## src/rtl/core/bbr_pkg.sv

```systemverilog
`timescale 1ns / 1ps
// ----------------------------------------------------------------------------
// bbr_pkg: shared types and constants of the 3x3 RGBA box blur
// Payload types, column-sum record, widths and the reciprocal table used to
// divide a window sum by its neighbor count.
// ----------------------------------------------------------------------------
package bbr_pkg;

  localparam int BBR_MAX_WIDTH = 1024;
  localparam int FW_W          = 11;
  localparam int CH_W          = 8;
  localparam int NCH           = 4;
  localparam int PIX_W         = NCH * CH_W;
  localparam int CSUM_W        = 10;
  localparam int CCNT_W        = 2;
  localparam int WSUM_W        = 12;
  localparam int WCNT_W        = 4;
  localparam int WIN_CNT_MAX   = 9;
  localparam int RECIP_W       = 17;
  localparam int RECIP_SHIFT   = 16;
  localparam int QUEUE_DEPTH   = 2;
  localparam int APB_DW        = 32;
  localparam int PADDR_W       = 3;

  localparam logic [FW_W-1:0] FW_RESET = 11'd512;
  localparam logic [0:0] CFG_IDX_FRAME_WIDTH = 1'b0;

  typedef enum logic {
    OP_PIXEL = 1'b0,
    OP_DRAIN = 1'b1
  } bbr_op_t;

  typedef struct packed {
    bbr_op_t          opcode;
    logic [CH_W-1:0]  red;
    logic [CH_W-1:0]  green;
    logic [CH_W-1:0]  blue;
    logic [CH_W-1:0]  alpha;
  } bbr_in_t;

  typedef struct packed {
    logic [CH_W-1:0]  out_red;
    logic [CH_W-1:0]  out_green;
    logic [CH_W-1:0]  out_blue;
    logic [CH_W-1:0]  out_alpha;
    logic             last_in_frame;
  } bbr_out_t;

  // One vertical column sum with its row count and the release decision.
  typedef struct packed {
    logic [NCH-1:0][CSUM_W-1:0] sum;
    logic [CCNT_W-1:0]          cnt;
    logic                       rel;
    logic                       has_left;
    logic                       has_right;
    logic                       last;
  } bbr_col_t;

  // Ceiling of 2^16 / cnt; exact floor division for sums below 4096.
  function automatic logic [RECIP_W-1:0] bbr_recip(input logic [WCNT_W-1:0] cnt);
    logic [RECIP_W-1:0] r;
    case (cnt)
      4'd1:    r = 17'd65536;
      4'd2:    r = 17'd32768;
      4'd3:    r = 17'd21846;
      4'd4:    r = 17'd16384;
      4'd5:    r = 17'd13108;
      4'd6:    r = 17'd10923;
      4'd7:    r = 17'd9363;
      4'd8:    r = 17'd8192;
      4'd9:    r = 17'd7282;
      default: r = '0;
    endcase
    return r;
  endfunction

endpackage

```

## src/rtl/core/bbr_stream_if.sv

```systemverilog
`timescale 1ns / 1ps
// ----------------------------------------------------------------------------
// bbr_stream_if: valid/ready stream channel
// Carries valid, ready and one payload of a parameter type.
// ----------------------------------------------------------------------------
interface bbr_stream_if #(parameter type payload_t = logic);
  logic     valid;
  logic     ready;
  payload_t payload;

  modport source (output valid, output payload, input ready);
  modport sink (input valid, input payload, output ready);
endinterface

```

## src/rtl/core/bbr_back.sv

```systemverilog
`timescale 1ns / 1ps
// ----------------------------------------------------------------------------
// bbr_back: window and divide side of the box blur
// Holds the last two column sums, adds the 3x3 window, divides each channel
// by the neighbor count through a reciprocal multiply and drives the output.
// ----------------------------------------------------------------------------
module bbr_back (
  input  logic              clk,
  input  logic              rst_n,
  input  logic              q_empty,
  input  bbr_pkg::bbr_col_t q_data,
  output logic              q_pop,
  bbr_stream_if.source      out_ch
);
  import bbr_pkg::*;

  localparam int PROD_W = WSUM_W + RECIP_W;

  logic [NCH-1:0][CSUM_W-1:0] win0_sum_r, win1_sum_r;
  logic [CCNT_W-1:0]          win0_cnt_r, win1_cnt_r;

  logic                       b1_v_r, b1_v_nxt, b1_free, b2_load;
  logic [NCH-1:0][WSUM_W-1:0] b1_sum_r, b1_sum_nxt;
  logic [WCNT_W-1:0]          b1_cnt_r, b1_cnt_nxt;
  logic                       b1_last_r;

  logic                       out_v_r, out_v_nxt;
  bbr_out_t                   out_d_r;
  logic [RECIP_W-1:0]         recip;
  logic [NCH-1:0][PROD_W-1:0] prod;
  logic [NCH-1:0][CH_W-1:0]   quot;

  assign b2_load = b1_v_r && (!out_v_r || out_ch.ready);
  assign b1_free = !b1_v_r || b2_load;
  assign q_pop   = !q_empty && b1_free;

  always_comb begin
    for (int k = 0; k < NCH; k++) begin
      b1_sum_nxt[k] = WSUM_W'(win1_sum_r[k])
                    + (q_data.has_left  ? WSUM_W'(win0_sum_r[k]) : '0)
                    + (q_data.has_right ? WSUM_W'(q_data.sum[k]) : '0);
    end
    b1_cnt_nxt = WCNT_W'(win1_cnt_r)
               + (q_data.has_left  ? WCNT_W'(win0_cnt_r) : '0)
               + (q_data.has_right ? WCNT_W'(q_data.cnt) : '0);
    b1_v_nxt = b1_v_r;
    if (q_pop) begin
      b1_v_nxt = q_data.rel;
    end else if (b2_load) begin
      b1_v_nxt = 1'b0;
    end
    out_v_nxt = out_v_r;
    if (b2_load) begin
      out_v_nxt = 1'b1;
    end else if (out_ch.ready) begin
      out_v_nxt = 1'b0;
    end
  end

  always_ff @(posedge clk) begin
    if (!rst_n) begin
      b1_v_r  <= 1'b0;
      out_v_r <= 1'b0;
    end else begin
      b1_v_r  <= b1_v_nxt;
      out_v_r <= out_v_nxt;
    end
  end

  // The window does not advance on the final output of a frame.
  always_ff @(posedge clk) begin
    if (q_pop && !(q_data.rel && q_data.last)) begin
      win0_sum_r <= win1_sum_r;
      win0_cnt_r <= win1_cnt_r;
      win1_sum_r <= q_data.sum;
      win1_cnt_r <= q_data.cnt;
    end
    if (q_pop && q_data.rel) begin
      b1_sum_r  <= b1_sum_nxt;
      b1_cnt_r  <= b1_cnt_nxt;
      b1_last_r <= q_data.last;
    end
  end

  assign recip = bbr_recip(b1_cnt_r);

  always_comb begin
    for (int k = 0; k < NCH; k++) begin
      prod[k] = PROD_W'(b1_sum_r[k]) * PROD_W'(recip);
      quot[k] = prod[k][RECIP_SHIFT +: CH_W];
    end
  end

  always_ff @(posedge clk) begin
    if (b2_load) begin
      out_d_r.out_red       <= quot[0];
      out_d_r.out_green     <= quot[1];
      out_d_r.out_blue      <= quot[2];
      out_d_r.out_alpha     <= quot[3];
      out_d_r.last_in_frame <= b1_last_r;
    end
  end

  assign out_ch.valid   = out_v_r;
  assign out_ch.payload = out_d_r;

  a_cnt_range: assert property (@(posedge clk) disable iff (!rst_n)
    b1_v_r |-> (b1_cnt_r != '0) && (b1_cnt_r <= WCNT_W'(WIN_CNT_MAX)))
    else $error("window neighbor count out of range");

endmodule
```

## src/flat_wrapper.sv

```systemverilog
// flat-port wrapper written by rule: the top's interface ports become plain ports
module bbr_back_flat import bbr_pkg::*;
  (clk, rst_n, q_empty, q_data, q_pop, out_ch_valid, out_ch_payload, out_ch_ready);
  bbr_stream_if out_ch_i ();
  input  logic clk;
  input  logic rst_n;
  input  logic q_empty;
  input  bbr_pkg::bbr_col_t q_data;
  output logic q_pop;
  output wire logic [$bits(out_ch_i.valid)-1:0] out_ch_valid;
  output wire logic [$bits(out_ch_i.payload)-1:0] out_ch_payload;
  input wire logic [$bits(out_ch_i.ready)-1:0] out_ch_ready;
  assign out_ch_valid = out_ch_i.valid;
  assign out_ch_payload = out_ch_i.payload;
  assign out_ch_i.ready = out_ch_ready;
  bbr_back u_core (.clk(clk), .rst_n(rst_n), .q_empty(q_empty), .q_data(q_data), .q_pop(q_pop), .out_ch(out_ch_i));
endmodule
```

## config.mk

```make
export PLATFORM = sky130hd
export DESIGN_NAME = bbr_back_flat
export DESIGN_NICKNAME = d
export VERILOG_FILES = /design/src/rtl/core/bbr_pkg.sv /design/src/rtl/core/bbr_stream_if.sv /design/src/rtl/core/bbr_back.sv /design/src/flat_wrapper.sv
export SDC_FILE = /design/constraint.sdc
export NUM_CORES = 1
export LEC_CHECK = 0
export BUFFER_PORTS_ARGS = -buffer_cell sky130_fd_sc_hd__buf_2
export CORE_AREA = 2 2 39 41
export CTS_CLUSTER_DIAMETER = 200
export DETAILED_ROUTE_END_ITERATION = 16
export DIE_AREA = 0 0 41 43
export GPL_ROUTABILITY_DRIVEN = 0
export PLACE_DENSITY = 0.68
export SLEW_MARGIN = 40
export SYNTH_ARGS = -nofsm -noshare
export SYNTH_HDL_FRONTEND = slang
export SYNTH_SLANG_ARGS = --single-unit
```

## constraint.sdc

```tcl
create_clock -name clk -period 1.1 [get_ports clk]
set_input_delay 0.165 -clock clk [delete_from_list [all_inputs] [get_ports clk]]
set_output_delay 0.165 -clock clk [all_outputs]
set_load 0.05 [all_outputs]
```

==> metrics.txt <==
count of cell types in the netlist 9; violated checks setup timing; most area-hungry cell type in the Yosys netlist edfxtp_1; I/O pins 53; Logic pwr share between 10 and 15%; CP Launch Point u_core.out_ch.valid; Final #Nets slightly below 80; synthesized net count 62; Area contributors post-synth edfxtp_1, dfxtp_1, nor2b_4; critical path class flip-flop to output pin; Routed Antenna Nets 0; Final setup viols 1; Routed WL per cell around 8 um; clk_lat worst skew approximately 230 ps; Clock Tree Root clkbuf_4; Sequential Power Share between 40% and 50%; clock buffer count from CTS 3; DRT Pass-1 Iters 1; Cell Area, Synth about 160 um^2; mux cell area share after synthesis 0%; Synth Register Bits 4; Chip Width 41 um; Max Used Layer met3; Synth Area in Compound Gates around 16%; Final Hold Fails 0; Port Buf Inserts 8; Synth Area in Adders 0%; TritonCTS clock tree built; Fill cells approximately 150; Yosys warning total 0; GR Util All Layers 4.94%; RR Startpoint u_core.out_ch.valid; Slew Limit Headroom between 80 and 90%; setup slack, reg-to-reg about 80 ps; 1st-iter DRT viols 0; cells after synthesis 12; FF-to-FF path depth 3; Startpoint Class flip-flop; Worst-Margin Slew about 250 ps; setup ws final -10.9 ps; antenna cells 0; chip height about 43 um; fin. max-slew vios 0; layout cells sized above 1 between 60 and 70%; Core ar. approximately 1400 um^2; max-cap viol count 0; clock buffer depth 2; H-tree depth 1; Final min period around 1100 ps; Clock Sinks 4; type of destination of the critical path output pin; remaining global-route overflow 0; RR Endpoint u_core.b1_last_r; multi-input logic area approximately 70 um^2; worst hold slack 109 ps; RSZ-0062 raised after global routing true; pin count of the biggest net entering global routing 6; vias in the first global route between 100 and 150; initial antenna violation count 0; clock-pin slew on the worst setup and hold paths about 40 ps; Switching Power around 0.09 mW; WL met2 around 150 um; placed cell area ~230 um^2; sequential cell area fraction in the yosys report 63.0%; remaining routing DRC violations 0; Avg Inst Size Synth ~13 um^2; Synth top area share a little under two fifths; skew final roughly 1.9 ps; total number of vias roughly 140; Synth Area in Simple Gates 21.3%; final period utilization 101%; Synth Area in XOR/XNOR 0%; Die ar. between 1500 and 2000 um^2; Power Density approximately 1400 nW/um^2; Pint roughly 0.31 mW; met1 wire length around 130 um; P&R area growth vs syn 74.8%; largest family of logic cells by synthesized area simple AND/OR/NAND/NOR gates; critical path fanouts, max 2; Post-Route WL roughly 340 um; first-pass GRT wire length 510 um; Final Cell Area 278 um^2; Clk pwr share between 40% and 50%; Data required, critical path roughly 940 ps; HP Class input port to flip-flop; Max Clk Rate around 900 MHz; Vias/cell roughly 3.4; status finished with violations; Cell Rows 14; Reg area 101 um^2; VDD IR max approximately 490 uV; Sw Share between 20% and 30%; initial core utilization between 10% and 20%; WP data arrival ~950 ps; Lkg Pwr roughly 0.11 nW; metal3 WL 51 um; worst setup path endpoint q_pop
## sequential cells by signal, indices dropped and copies added, names as in the netlist
name                   cells
u_core.b1_last_r           1
u_core.b1_v_r              1
u_core.out_ch.payload      1
u_core.out_ch.valid        1
## per-stage QoR
| stage | TNS (ps) | utilization [%] | cells | total power, mW | worst slack [ps] |
|---|---|---|---|---|---|
| 6_report | -10.9 | 20.1 | 41 | 0.396 | -10.9 |
| 3_3_place_gp | 0 | 16.7 | 36 | 0.213 | 109 |
| 2_1_floorplan | 0 | - | 12 | 0.197 | 30.8 |
| 4_1_cts | -25.8 | 19.9 | 41 | 0.406 | -25.8 |
| 3_5_place_dp | 0 | 16.7 | 36 | 0.214 | 106 |
| 5_1_grt | -47.2 | 20.1 | 41 | 0.415 | -47.2 |
## power groups by stage
stage | Clock (mW) | Sequential (mW) | Combinational (mW)
6_report | 0.178 | 0.168 | 0.0507
5_1_grt | 0.192 | 0.168 | 0.0547
2_1_floorplan | 0 | 0.178 | 0.0191
4_1_cts | 0.188 | 0.168 | 0.0501
3_3_place_gp | 0 | 0.170 | 0.0435
3_5_place_dp | 0 | 0.170 | 0.0437
## worst min path at each step
stage | startpoint | to | slack [ps] | cells after the start
5_1_grt | q_data[0] | u_core.b1_last_r | 110 | 1
3_5_place_dp | q_data[0] | u_core.b1_last_r | 340 | 1
3_3_place_gp | q_data[0] | u_core.b1_last_r | 340 | 1
6_report | q_data[0] | u_core.b1_last_r | 110 | 1
4_1_cts | q_data[0] | u_core.b1_last_r | 100 | 1
2_1_floorplan | q_data[0] | u_core.b1_last_r | 260 | 0
## cell usage after synthesis (all sizes together)
library cell	instances
nand2b	1
nor2b	2
o21a	1
a21boi	1
edfxtp	2
nand3b	1
dfxtp	2
a21oi	2
## critical path: stages, from the launching register on
cell     delay, ps
dfxtp_2        310
nor2b_4        130
a21oi_4        110
buf_6          170
## metal layers
| metal | vias up | global-route usage [%] |
|---|---|---|
| met5 | - | 0 |
| met3 | 0 | 4.71 |
| met2 | 11 | 6.88 |
| met1 | 57 | 3.91 |
| met4 | 0 | 4.00 |
| li1 | 70 | - |
## cells by family (layout without fill, tap and decap cells)
family	after synthesis	after routing
AOI/OAI and AO/OA	4	4
DFF	4	4
and+or+nand+nor	4	4
buffers and inverters	0	13
## layout by cell type (no fill, tap or decap)
master,Yosys,layout
a21oi_4,0,1
buf_4,0,2
a21boi_1,1,1
dfxtp_2,0,1
o21a_1,1,1
edfxtp_1,2,2
nand2b_1,1,1
a21oi_1,2,1
nor2b_1,1,1
dfxtp_1,2,1
nand3b_1,1,1
buf_6,0,1
buf_2,0,6
clkbuf_4,0,4
nor2b_4,1,1
## repair_timing
action	in CTS	in global routing
hold buffers	0	0
cloned	0	0
endpoints found under the setup margin	1	2
buffers inserted	2	0
endpoints found under the hold margin	0	0
pin swaps	1	0
resized for setup	2	1
## cell type report
cell class / instances / area share [%]
tap: 16 / 7.21
multi-input combinational: 8 / 25.2
clock buffer: 3 / 8.11
sequential: 4 / 36.5
timing repair buffer: 10 / 23.0
(Power assumes the default switching activity.)
