**config.mk**
```make
export PLATFORM = sky130hd
export DESIGN_NAME = bbr_queue
export DESIGN_NICKNAME = d
export VERILOG_FILES = /design/src/rtl/core/bbr_pkg.sv /design/src/rtl/core/bbr_queue.sv
export SDC_FILE = /design/constraint.sdc
export NUM_CORES = 1
export LEC_CHECK = 0
export BUFFER_PORTS_ARGS = -buffer_cell sky130_fd_sc_hd__buf_2
export CAP_MARGIN = 20
export CORE_AREA = 3 3 76 131
export DETAILED_ROUTE_END_ITERATION = 8
export DIE_AREA = 0 0 79 134
export PLACE_DENSITY_LB_ADDON = 0.3
export SETUP_SLACK_MARGIN = 0.2
export SLEW_MARGIN = 20
export SYNTH_ARGS = -nofsm -noshare
export SYNTH_HDL_FRONTEND = slang
export SYNTH_SLANG_ARGS = --single-unit
```
**constraint.sdc**
```tcl
create_clock -name clk -period 7.7 [get_ports clk]
set_clock_uncertainty 0.2 [all_clocks]
set_input_delay 1.54 -clock clk [delete_from_list [all_inputs] [get_ports clk]]
set_output_delay 1.54 -clock clk [all_outputs]
set_load 0.01 [all_outputs]
```
**src/rtl/core/bbr_pkg.sv**
```systemverilog
`timescale 1ns / 1ps
// ----------------------------------------------------------------------------
// bbr_pkg: shared types and constants of the 3x3 RGBA box blur
// Payload types, column-sum record, widths and the reciprocal table used to
// divide a window sum by its neighbor count.
// ----------------------------------------------------------------------------
package bbr_pkg;

  localparam int BBR_MAX_WIDTH = 1024;
  localparam int FW_W          = 11;
  localparam int CH_W          = 8;
  localparam int NCH           = 4;
  localparam int PIX_W         = NCH * CH_W;
  localparam int CSUM_W        = 10;
  localparam int CCNT_W        = 2;
  localparam int WSUM_W        = 12;
  localparam int WCNT_W        = 4;
  localparam int WIN_CNT_MAX   = 9;
  localparam int RECIP_W       = 17;
  localparam int RECIP_SHIFT   = 16;
  localparam int QUEUE_DEPTH   = 2;
  localparam int APB_DW        = 32;
  localparam int PADDR_W       = 3;

  localparam logic [FW_W-1:0] FW_RESET = 11'd512;
  localparam logic [0:0] CFG_IDX_FRAME_WIDTH = 1'b0;

  typedef enum logic {
    OP_PIXEL = 1'b0,
    OP_DRAIN = 1'b1
  } bbr_op_t;

  typedef struct packed {
    bbr_op_t          opcode;
    logic [CH_W-1:0]  red;
    logic [CH_W-1:0]  green;
    logic [CH_W-1:0]  blue;
    logic [CH_W-1:0]  alpha;
  } bbr_in_t;

  typedef struct packed {
    logic [CH_W-1:0]  out_red;
    logic [CH_W-1:0]  out_green;
    logic [CH_W-1:0]  out_blue;
    logic [CH_W-1:0]  out_alpha;
    logic             last_in_frame;
  } bbr_out_t;

  // One vertical column sum with its row count and the release decision.
  typedef struct packed {
    logic [NCH-1:0][CSUM_W-1:0] sum;
    logic [CCNT_W-1:0]          cnt;
    logic                       rel;
    logic                       has_left;
    logic                       has_right;
    logic                       last;
  } bbr_col_t;

  // Ceiling of 2^16 / cnt; exact floor division for sums below 4096.
  function automatic logic [RECIP_W-1:0] bbr_recip(input logic [WCNT_W-1:0] cnt);
    logic [RECIP_W-1:0] r;
    case (cnt)
      4'd1:    r = 17'd65536;
      4'd2:    r = 17'd32768;
      4'd3:    r = 17'd21846;
      4'd4:    r = 17'd16384;
      4'd5:    r = 17'd13108;
      4'd6:    r = 17'd10923;
      4'd7:    r = 17'd9363;
      4'd8:    r = 17'd8192;
      4'd9:    r = 17'd7282;
      default: r = '0;
    endcase
    return r;
  endfunction

endpackage

```
**src/rtl/core/bbr_queue.sv**
```systemverilog
`timescale 1ns / 1ps
// ----------------------------------------------------------------------------
// bbr_queue: short queue of column sums
// Decouples the front from the back so each side can stall on its own.
// ----------------------------------------------------------------------------
module bbr_queue (
  input  logic              clk,
  input  logic              rst_n,
  input  logic              push,
  input  bbr_pkg::bbr_col_t push_data,
  output logic              full,
  input  logic              pop,
  output bbr_pkg::bbr_col_t pop_data,
  output logic              empty
);
  import bbr_pkg::*;

  localparam int PW = $clog2(QUEUE_DEPTH);
  localparam int CW = $clog2(QUEUE_DEPTH + 1);

  bbr_col_t       store [QUEUE_DEPTH];
  logic [PW-1:0]  wr_ptr_r, wr_ptr_nxt, rd_ptr_r, rd_ptr_nxt;
  logic [CW-1:0]  count_r, count_nxt;

  assign full     = (count_r == CW'(QUEUE_DEPTH));
  assign empty    = (count_r == '0);
  assign pop_data = store[rd_ptr_r];

  always_comb begin
    wr_ptr_nxt = push ? PW'(wr_ptr_r + PW'(1)) : wr_ptr_r;
    rd_ptr_nxt = pop ? PW'(rd_ptr_r + PW'(1)) : rd_ptr_r;
    count_nxt  = count_r;
    if (push && !pop) begin
      count_nxt = CW'(count_r + CW'(1));
    end else if (pop && !push) begin
      count_nxt = CW'(count_r - CW'(1));
    end
  end

  always_ff @(posedge clk) begin
    if (!rst_n) begin
      wr_ptr_r <= '0;
      rd_ptr_r <= '0;
      count_r  <= '0;
    end else begin
      wr_ptr_r <= wr_ptr_nxt;
      rd_ptr_r <= rd_ptr_nxt;
      count_r  <= count_nxt;
    end
  end

  always_ff @(posedge clk) begin
    if (push) begin
      store[wr_ptr_r] <= push_data;
    end
  end

  a_no_overflow: assert property (@(posedge clk) disable iff (!rst_n)
    push |-> !full)
    else $error("push into a full queue");

endmodule

```
==> results.cfg, run 1 <==
[die]
floorplan.initialDensity = 0.390
io_pins = 98
placement_rows = 46
die_w_um = 79
die_height_um = 134
fp.dieArea_mm2 = 0.0106
floorplan.core_area_mm2 = 0.00909

[sta]
finalHoldWorstSlack_ps = 304
max_slew.worst_pin.slew_ps = 637
period_share = 0.441
period_minus_slack_ps = 3400
final-hold-violation-count = 0
setup_ws_ps = 4300
fin_setup_tns_ps = 0
finalSetupViolCount = 0
grt_setup_unrepaired = no
slew_viol_final = 0
timing.fmax_mhz = 294
timing.max_slew.rel_slack = 0.574

[finish]
final_nets = 321
layout-drive-gt1-share = 0.593
flow.area_growth_from_synthesis_pct = 25.7
n_fill_cell = 844
insertedDiodeCount = 0

[clocking]
h-tree-depth = 3
clock_tree_from_tritoncts = done
max-clock-path-buffers = 2
clock_tree.root_cell = sky130_fd_sc_hd__clkbuf_16
post_cts.repair.setup_buffers = 0
cts_resized = 0
cts_made_buffers = 9
cts-hold-fix-buffers = 0
cts_num_sinks = 97
cts.clk_slew.worst_paths_ps = 60
insertion_delay_ps = 330

[detailed_routing]
drt_pre_antenna_iters = 4
post_drt_via_cell_ratio = 4.55
vias = 1797
top_signal_layer_used = met4
final_antenna_net_count = 0
drt_wirelength_um = 5970
met2WireLength_um = 3420
wirelength_met1_um = 2070
wire_per_inst_um = 15.1
post-route-drc-count = 0
drt_iter0_drc = 100
detailroute.wirelength.met3_um = 332

[critical_path]
crit_type = reg2out
crit_family = flip-flops
timing.critical_path.buf_inv = 1
critical_path.endpoint_type = primary output
critical_path_arrival_ps = 1660
timing.critical_path.from_type = register
worst_path_max_delay_cell = sky130_fd_sc_hd__dfxtp_4
cp_max_fo = 46
worst-endpoint-required_ps = 5960
worst_path_largest_cell_delay_ps = 750
crit_chain = mux2_2, buf_2

[synthesis]
syn_inst = 165
yosys_warnings = 0
post_synth_cell_types = 17
syn_area_per_cell_um2 = 21.5
synth-seq-area-share = 0.806
synth.ff_latch_count = 97
mappedNetlistNets = 216
netlist_area_mm2 = 0.00355

[placement]
port-buffer-count = 97
detailed_place_hpwl_um = 3910
pre_cts_slack_ps = 4260
gp_congestion = 0.678

[power]
powerDensity_mw_per_mm2 = 262
leakage_power_nw = 1.67
peakVddDrop_mv = 0.150

[global_routing]
grt_pass1_wl_um = 9290
global_route.overflow_total = 0
antenna_found_initial = 0
grtUsageTotal = 0.121
maximum_number_of_pins_on_one_net_before_global_route_repair = 47
via_count_of_the_first_global_routing_pass = 1858

[status]
result_of_the_run = finished, final reports clean

[flow_run]
cap_violations = 0

[hold_path]
min_path_type = reg2reg
==> cell usage in the layout, fill, tap and decap left out, types with 2 or more instances in the layout <==
master / Yosys / routed
sky130_fd_sc_hd__buf_2: 1 / 97
sky130_fd_sc_hd__edfxtp_1: 92 / 92
sky130_fd_sc_hd__mux2_2: 46 / 46
sky130_fd_sc_hd__clkbuf_16: 0 / 9
sky130_fd_sc_hd__dfxtp_1: 5 / 4
sky130_fd_sc_hd__and2_1: 4 / 3
sky130_fd_sc_hd__xor2_1: 2 / 2
sky130_fd_sc_hd__clkbuf_1: 0 / 2
sky130_fd_sc_hd__clkinvlp_4: 0 / 2
sky130_fd_sc_hd__buf_4: 0 / 2
==> cells by family after synthesis <==
logic type	count (synthesis)	share of synthesized area
flops	97	0.806
mux	46	0.146
simple gates	9	0.0159
buf+inv	6	0.0152
compound gates	3	0.00564
xor+xnor	3	0.00740
fa+ha+maj	1	0.00352
==> registers in the layout, summed over array words and instances, names as in the netlist, named ones only <==
| name | count |
|---|---|
| wr_ptr_r | 1 |
| rd_ptr_r | 1 |
| store | 92 |
| count_r | 2 |
==> synth_stat cells (all sizes together) <==
cell | count | area, µm²
buf | 5 | 50.0
a21boi | 1 | 7.51
dfxtp | 5 | 100
xnor2 | 1 | 8.76
or3 | 1 | 6.26
nor2 | 1 | 3.75
inv | 1 | 3.75
and2b | 1 | 8.76
xor2 | 2 | 17.5
nor2b | 2 | 12.5
mux2 | 46 | 518
o21a | 1 | 7.51
ha | 1 | 12.5
edfxtp | 92 | 2760
o21ai | 1 | 5.00
and2 | 4 | 25.0
==> through the flow <==
stage | cell area, µm² | utilization | instances | power (mW)
3_3_place_gp | 4160 | 0.457 | 379 | 0.746
4_1_cts | 4460 | 0.491 | 395 | 1.19
5_1_grt | 4460 | 0.491 | 395 | 1.22
3_5_place_dp | 4160 | 0.457 | 379 | 0.748
2_1_floorplan | 3550 | - | 165 | 0.699
6_report | 4460 | 0.491 | 395 | 1.17
==> layer usage <==
metal  global-route usage  up-vias
li1                     -      856
met1                0.119      878
met4               0.0832        0
met3               0.0282       12
met2                0.216       51
met5                    0        -
==> worst paths after layout <==
check | from | to | slack, ps | cells after the start
setup / recovery | register | pop_data[31] | 4300 | 2
setup reg to reg | wr_ptr_r | store[0][11] | 5840 | 2
hold / removal | count_r[1] | count_r[1] | 300 | 2
hold reg to reg | count_r[1] | count_r[1] | 300 | 2
==> area by class of cell <==
class | count | area (µm²) | area share
clock buffers | 12 | 246 | 0.0552
clock inverters | 4 | 53.8 | 0.0121
inverters | 1 | 3.75 | 0.000841
multi-input cells | 62 | 642 | 0.144
flip-flops and latches | 97 | 2870 | 0.642
well taps | 120 | 150 | 0.0336
repair buffers | 99 | 500 | 0.112
==> worst register-to-register path: cells and delay by family (launching register included) <==
family	cells	cell delay, ps
AND/OR/NAND/NOR	1	520
flip-flops	1	330
buffers and inverters	1	460
==> where the power goes <==
group	internal [mW]	switching [mW]
clock network	0.261	0.174
registers	0.609	0.0160
logic	0.0570	0.0509
total	0.927	0.241
(Power assumes the default switching activity.)
==> run 2, diff against run 1 <==
Clock period 7.7 ns to 3 ns, I/O delays scaled along.
==> results.cfg, run 2 (synthesis results as in run 1) <==
[die]
die_height_um = 134
io_pins = 98
floorplan.core_area_mm2 = 0.00909
floorplan.initialDensity = 0.390
die_w_um = 79
fp.dieArea_mm2 = 0.0106
placement_rows = 46

[clocking]
clock_tree.root_cell = sky130_fd_sc_hd__clkbuf_16
h-tree-depth = 3
clock_tree_from_tritoncts = done
cts_resized = 0
cts-hold-fix-buffers = 0
cts_made_buffers = 9
max-clock-path-buffers = 2
cts.clk_slew.worst_paths_ps = 70
post_cts.repair.setup_buffers = 0
insertion_delay_ps = 330
cts_num_sinks = 97

[power]
peakVddDrop_mv = 0.366
p_sw_frac = 0.196
cell_internal_pwr_mw = 2.52
power_frac_clock = 0.397
leakage_power_nw = 1.71
netSwitchingPower_uw = 615
power.share.sequential = 0.505
powerDensity_mw_per_mm2 = 692
pwr-share-comb = 0.098

[sta]
fin_setup_tns_ps = 0
grt_setup_unrepaired = no
finalSetupViolCount = 0
slew_viol_final = 0
max_slew.worst_pin.slew_ps = 636
period_minus_slack_ps = 2290
timing.fmax_mhz = 437
final-hold-violation-count = 0
timing.max_slew.rel_slack = 0.576
period_share = 0.762
finalHoldWorstSlack_ps = 251

[critical_path]
worst-endpoint-required_ps = 2200
worst_path_max_delay_cell = sky130_fd_sc_hd__mux2_2
critical_path.endpoint_type = primary output
critical_path_arrival_ps = 1490
cp_max_fo = 24
crit_family = buffers and inverters
crit_type = reg2out
timing.critical_path.from_type = register
worst_path_largest_cell_delay_ps = 390
crit_chain = buf_4, mux2_2, buf_2
timing.critical_path.buf_inv = 2

[detailed_routing]
vias = 1802
wire_per_inst_um = 15.1
drt_pre_antenna_iters = 4
final_antenna_net_count = 0
post_drt_via_cell_ratio = 4.54
drt_iter0_drc = 83
post-route-drc-count = 0
drt_wirelength_um = 6010

[finish]
finalCoreUtilization = 0.498
largest_reg_by_ff_count = store
largest_register_ff_count = 92
insertedDiodeCount = 0
mostFrequentLayoutCells = sky130_fd_sc_hd__buf_2, sky130_fd_sc_hd__edfxtp_1, sky130_fd_sc_hd__mux2_2, sky130_fd_sc_hd__clkbuf_16
final_cells = 397
finalInstanceArea_mm2 = 0.00453
flow.area_growth_from_synthesis_pct = 27.6
mostFrequentLayoutCell = sky130_fd_sc_hd__buf_2
layout-drive-gt1-share = 0.603
final_nets = 324
layout_top_registers = store: 92 flops, count_r: 2 flops

[global_routing]
maximum_number_of_pins_on_one_net_before_global_route_repair = 48
global_route.overflow_total = 0
grt_pass1_wl_um = 9220
via_count_of_the_first_global_routing_pass = 1926
antenna_found_initial = 0
grtUsageTotal = 0.119

[placement]
dp_cells = 382
port-buffer-count = 97
detailed_place_hpwl_um = 4110
placed_area_mm2 = 0.00420
gp_congestion = 0.647

[hold_path]
min_path_type = in2reg

[status]
result_of_the_run = finished, final reports clean

[flow_run]
cap_violations = 0
run 2: cell count changes in the layout (fill, tap and decap cells not counted):
cell and delta:
sky130_fd_sc_hd__dfxtp_4 -1, sky130_fd_sc_hd__clkbuf_8 -1, sky130_fd_sc_hd__dfxtp_2 +1, sky130_fd_sc_hd__clkinv_4 -1
sky130_fd_sc_hd__clkinv_2 +2, sky130_fd_sc_hd__buf_4 +2, sky130_fd_sc_hd__buf_12 +1, sky130_fd_sc_hd__clkbuf_1 -2
sky130_fd_sc_hd__bufinv_16 +2, sky130_fd_sc_hd__clkinvlp_4 -1
run 2: worst paths after layout:
path                                    start           end  slack [ps]  cells after the start
worst max-delay path                 register  pop_data[26]         710                      3
worst min register to register     count_r[1]    count_r[1]         310                      2
worst max register to register       wr_ptr_r   store[0][7]        1440                      2
worst min-delay path            push_data[13]  store[1][13]         250                      1
run 2: stage by stage:
stage | worst slack (ps) | power, mW
after CTS | 666 | 3.18
after global routing | 627 | 3.26
after detailed placement | 1010 | 1.93
after global placement | 1030 | 1.92
after floorplan | 538 | 1.79
final | 713 | 3.13
run 2: power by group through the flow:
stage / Clock (mW) / Combinational [mW] / Sequential [mW]
3_5_place_dp: 0 / 0.316 / 1.61
2_1_floorplan: 0 / 0.186 / 1.61
6_report: 1.24 / 0.308 / 1.58
5_1_grt: 1.33 / 0.339 / 1.59
4_1_cts: 1.28 / 0.319 / 1.58
3_3_place_gp: 0 / 0.313 / 1.61
run 2: layout make-up:
cell class | count | area (µm²)
Clock buffer | 9 | 225
Clock inverter | 6 | 108
Fill cell | 823 | 4570
Inverter | 1 | 3.75
Multi-Input combinational cell | 62 | 642
Sequential cell | 97 | 2860
Tap cell | 120 | 150
Timing Repair Buffer | 102 | 536
run 2: per-layer routing:
layer	global-route usage	share of wire
met1	0.113	0.34
met2	0.222	0.59
met3	0.0249	0.048
met4	0.0813	0.026
met5	0	0
run 2: worst register-to-register path, stage by stage, from the launching register on:
cell	delay [ps]
sky130_fd_sc_hd__dfxtp_1	340
sky130_fd_sc_hd__nor2b_4	110
sky130_fd_sc_hd__buf_4	510
==> run 3, diff against run 2 <==
Clock period 3 ns to 2.2 ns, I/O delays scaled along.
==> results.cfg, run 3 (synthesis results as in run 1) <==
[status]
result_of_the_run = finished, final reports clean

[die]
die_height_um = 134
placement_rows = 46
io_pins = 98
floorplan.core_area_mm2 = 0.00909
die_w_um = 79
floorplan.initialDensity = 0.390
fp.dieArea_mm2 = 0.0106

[power]
leakage_power_nw = 1.72
peakVddDrop_mv = 0.524
powerDensity_mw_per_mm2 = 900
post_layout_total_power_mw = 4.08

[critical_path]
cp_max_fo = 21
critical_path_arrival_ps = 1400
worst-endpoint-required_ps = 1560
timing.critical_path.buf_inv = 2
critical_path.endpoint_type = primary output
crit_chain = buf_12, mux2_2, buf_2
crit_type = reg2out
worst_path_max_delay_cell = sky130_fd_sc_hd__dfxtp_4
worst_path_largest_cell_delay_ps = 390
timing.critical_path.from_type = register
crit_family = flip-flops

[global_routing]
global_route.overflow_total = 0
via_count_of_the_first_global_routing_pass = 2015
grtUsageTotal = 0.122
globalRouteMet2Util = 0.225
grt_pass1_wl_um = 9540
maximum_number_of_pins_on_one_net_before_global_route_repair = 26
antenna_found_initial = 1
grt.met1_usage = 0.116
grtUsageMet3 = 0.0437
grt_busiest_layer = met2

[sta]
timing.fmax_mhz = 491
final-hold-violation-count = 0
grt_setup_unrepaired = yes
fin_setup_tns_ps = 0
max_slew.worst_pin.slew_ps = 345
period_minus_slack_ps = 2040
period_share = 0.926
finalSetupViolCount = 0
timing.max_slew.rel_slack = 0.770
slew_viol_final = 0

[clocking]
max-clock-path-buffers = 2
h-tree-depth = 3
cts.clk_slew.worst_paths_ps = 60
post_cts.repair.setup_buffers = 0
clock_tree_from_tritoncts = done
cts_num_sinks = 97
insertion_delay_ps = 320
cts-hold-fix-buffers = 0
cts_made_buffers = 9
clock_tree.root_cell = sky130_fd_sc_hd__clkbuf_16

[placement]
detailed_place_hpwl_um = 4170
port-buffer-count = 97
gp_congestion = 0.669

[finish]
largest_reg_by_ff_count = store
largest_register_ff_count = 92
layout-drive-gt1-share = 0.596
mostFrequentLayoutCell = sky130_fd_sc_hd__buf_2
finalCoreUtilization = 0.499
final_nets = 326
n_fill_cell = 850
flow.area_growth_from_synthesis_pct = 27.8
mostFrequentLayoutCells = sky130_fd_sc_hd__buf_2, sky130_fd_sc_hd__edfxtp_1, sky130_fd_sc_hd__mux2_2, sky130_fd_sc_hd__clkbuf_16
layout_top_registers = store: 92 flops, count_r: 2 flops

[flow_run]
cap_violations = 0

[detailed_routing]
final_antenna_net_count = 0
vias = 1809
drt_iter0_drc = 66
post_drt_via_cell_ratio = 4.51
wire_per_inst_um = 15.7
drt_wirelength_um = 6300
drt_pre_antenna_iters = 4
post-route-drc-count = 0

[hold_path]
min_path_type = in2reg
## run 3: changes by cell type in the layout (fill, tap and decap cells not counted), sizes merged
cell,delta
clkinv,+1
bufinv,-2
clkbuf,+4
diode,+1
clkinvlp,-1
buf,+1
## run 3: worst reg2reg max path: stages, from the launching register on
cell	delay (ps)
sky130_fd_sc_hd__dfxtp_1	380
sky130_fd_sc_hd__and2_2	170
sky130_fd_sc_hd__buf_4	330
## run 3: final timing paths
kind                                     from           end  slack (ps)  cells past startpoint
worst min register to register     count_r[1]    count_r[1]         310                      2
worst min-delay path            push_data[33]  store[1][33]         100                      1
worst max register to register       wr_ptr_r   store[1][2]         780                      2
worst max-delay path                 register  pop_data[17]         160                      3
## run 3: what timing repair did
action	4_1_cts	5_1_grt
endpoints found under the setup margin	46	46
cloned	0	1
resized for setup	2	2
## run 3: final cells by class
cell class	instances	area, µm²	share of cell area
timing repair buffer	104	581	0.128
multi-input combinational	62	642	0.142
clock inverter	4	43.8	0.00966
sequential	97	2870	0.632
inverter	1	3.75	0.000828
antenna	1	2.50	0.000552
tap	120	150	0.0331
clock buffer	12	246	0.0543
## run 3: power breakdown
| group | total (mW) | switching [mW] | internal (mW) |
|---|---|---|---|
| clock network | 1.48 | 0.579 | 0.904 |
| registers | 2.16 | 0.0303 | 2.13 |
| logic | 0.440 | 0.215 | 0.224 |
| total | 4.08 | 0.824 | 3.26 |
## run 3: per-stage QoR
stage	setup WS (ps)	hold slack (ps)	instances	instance area [µm²]
floorplan	415	266	165	3560
global placement	403	288	383	4200
detailed placement	400	310	383	4200
CTS	127	80.3	399	4500
global route	104	85.6	400	4530
finish	163	97.1	401	4540
## run 3: metal layers
layer	vias to the layer above	share of wire
met1	872	0.34
li1	865	-
met2	56	0.56
met4	2	0.025
met5	-	0.0032
met3	14	0.062
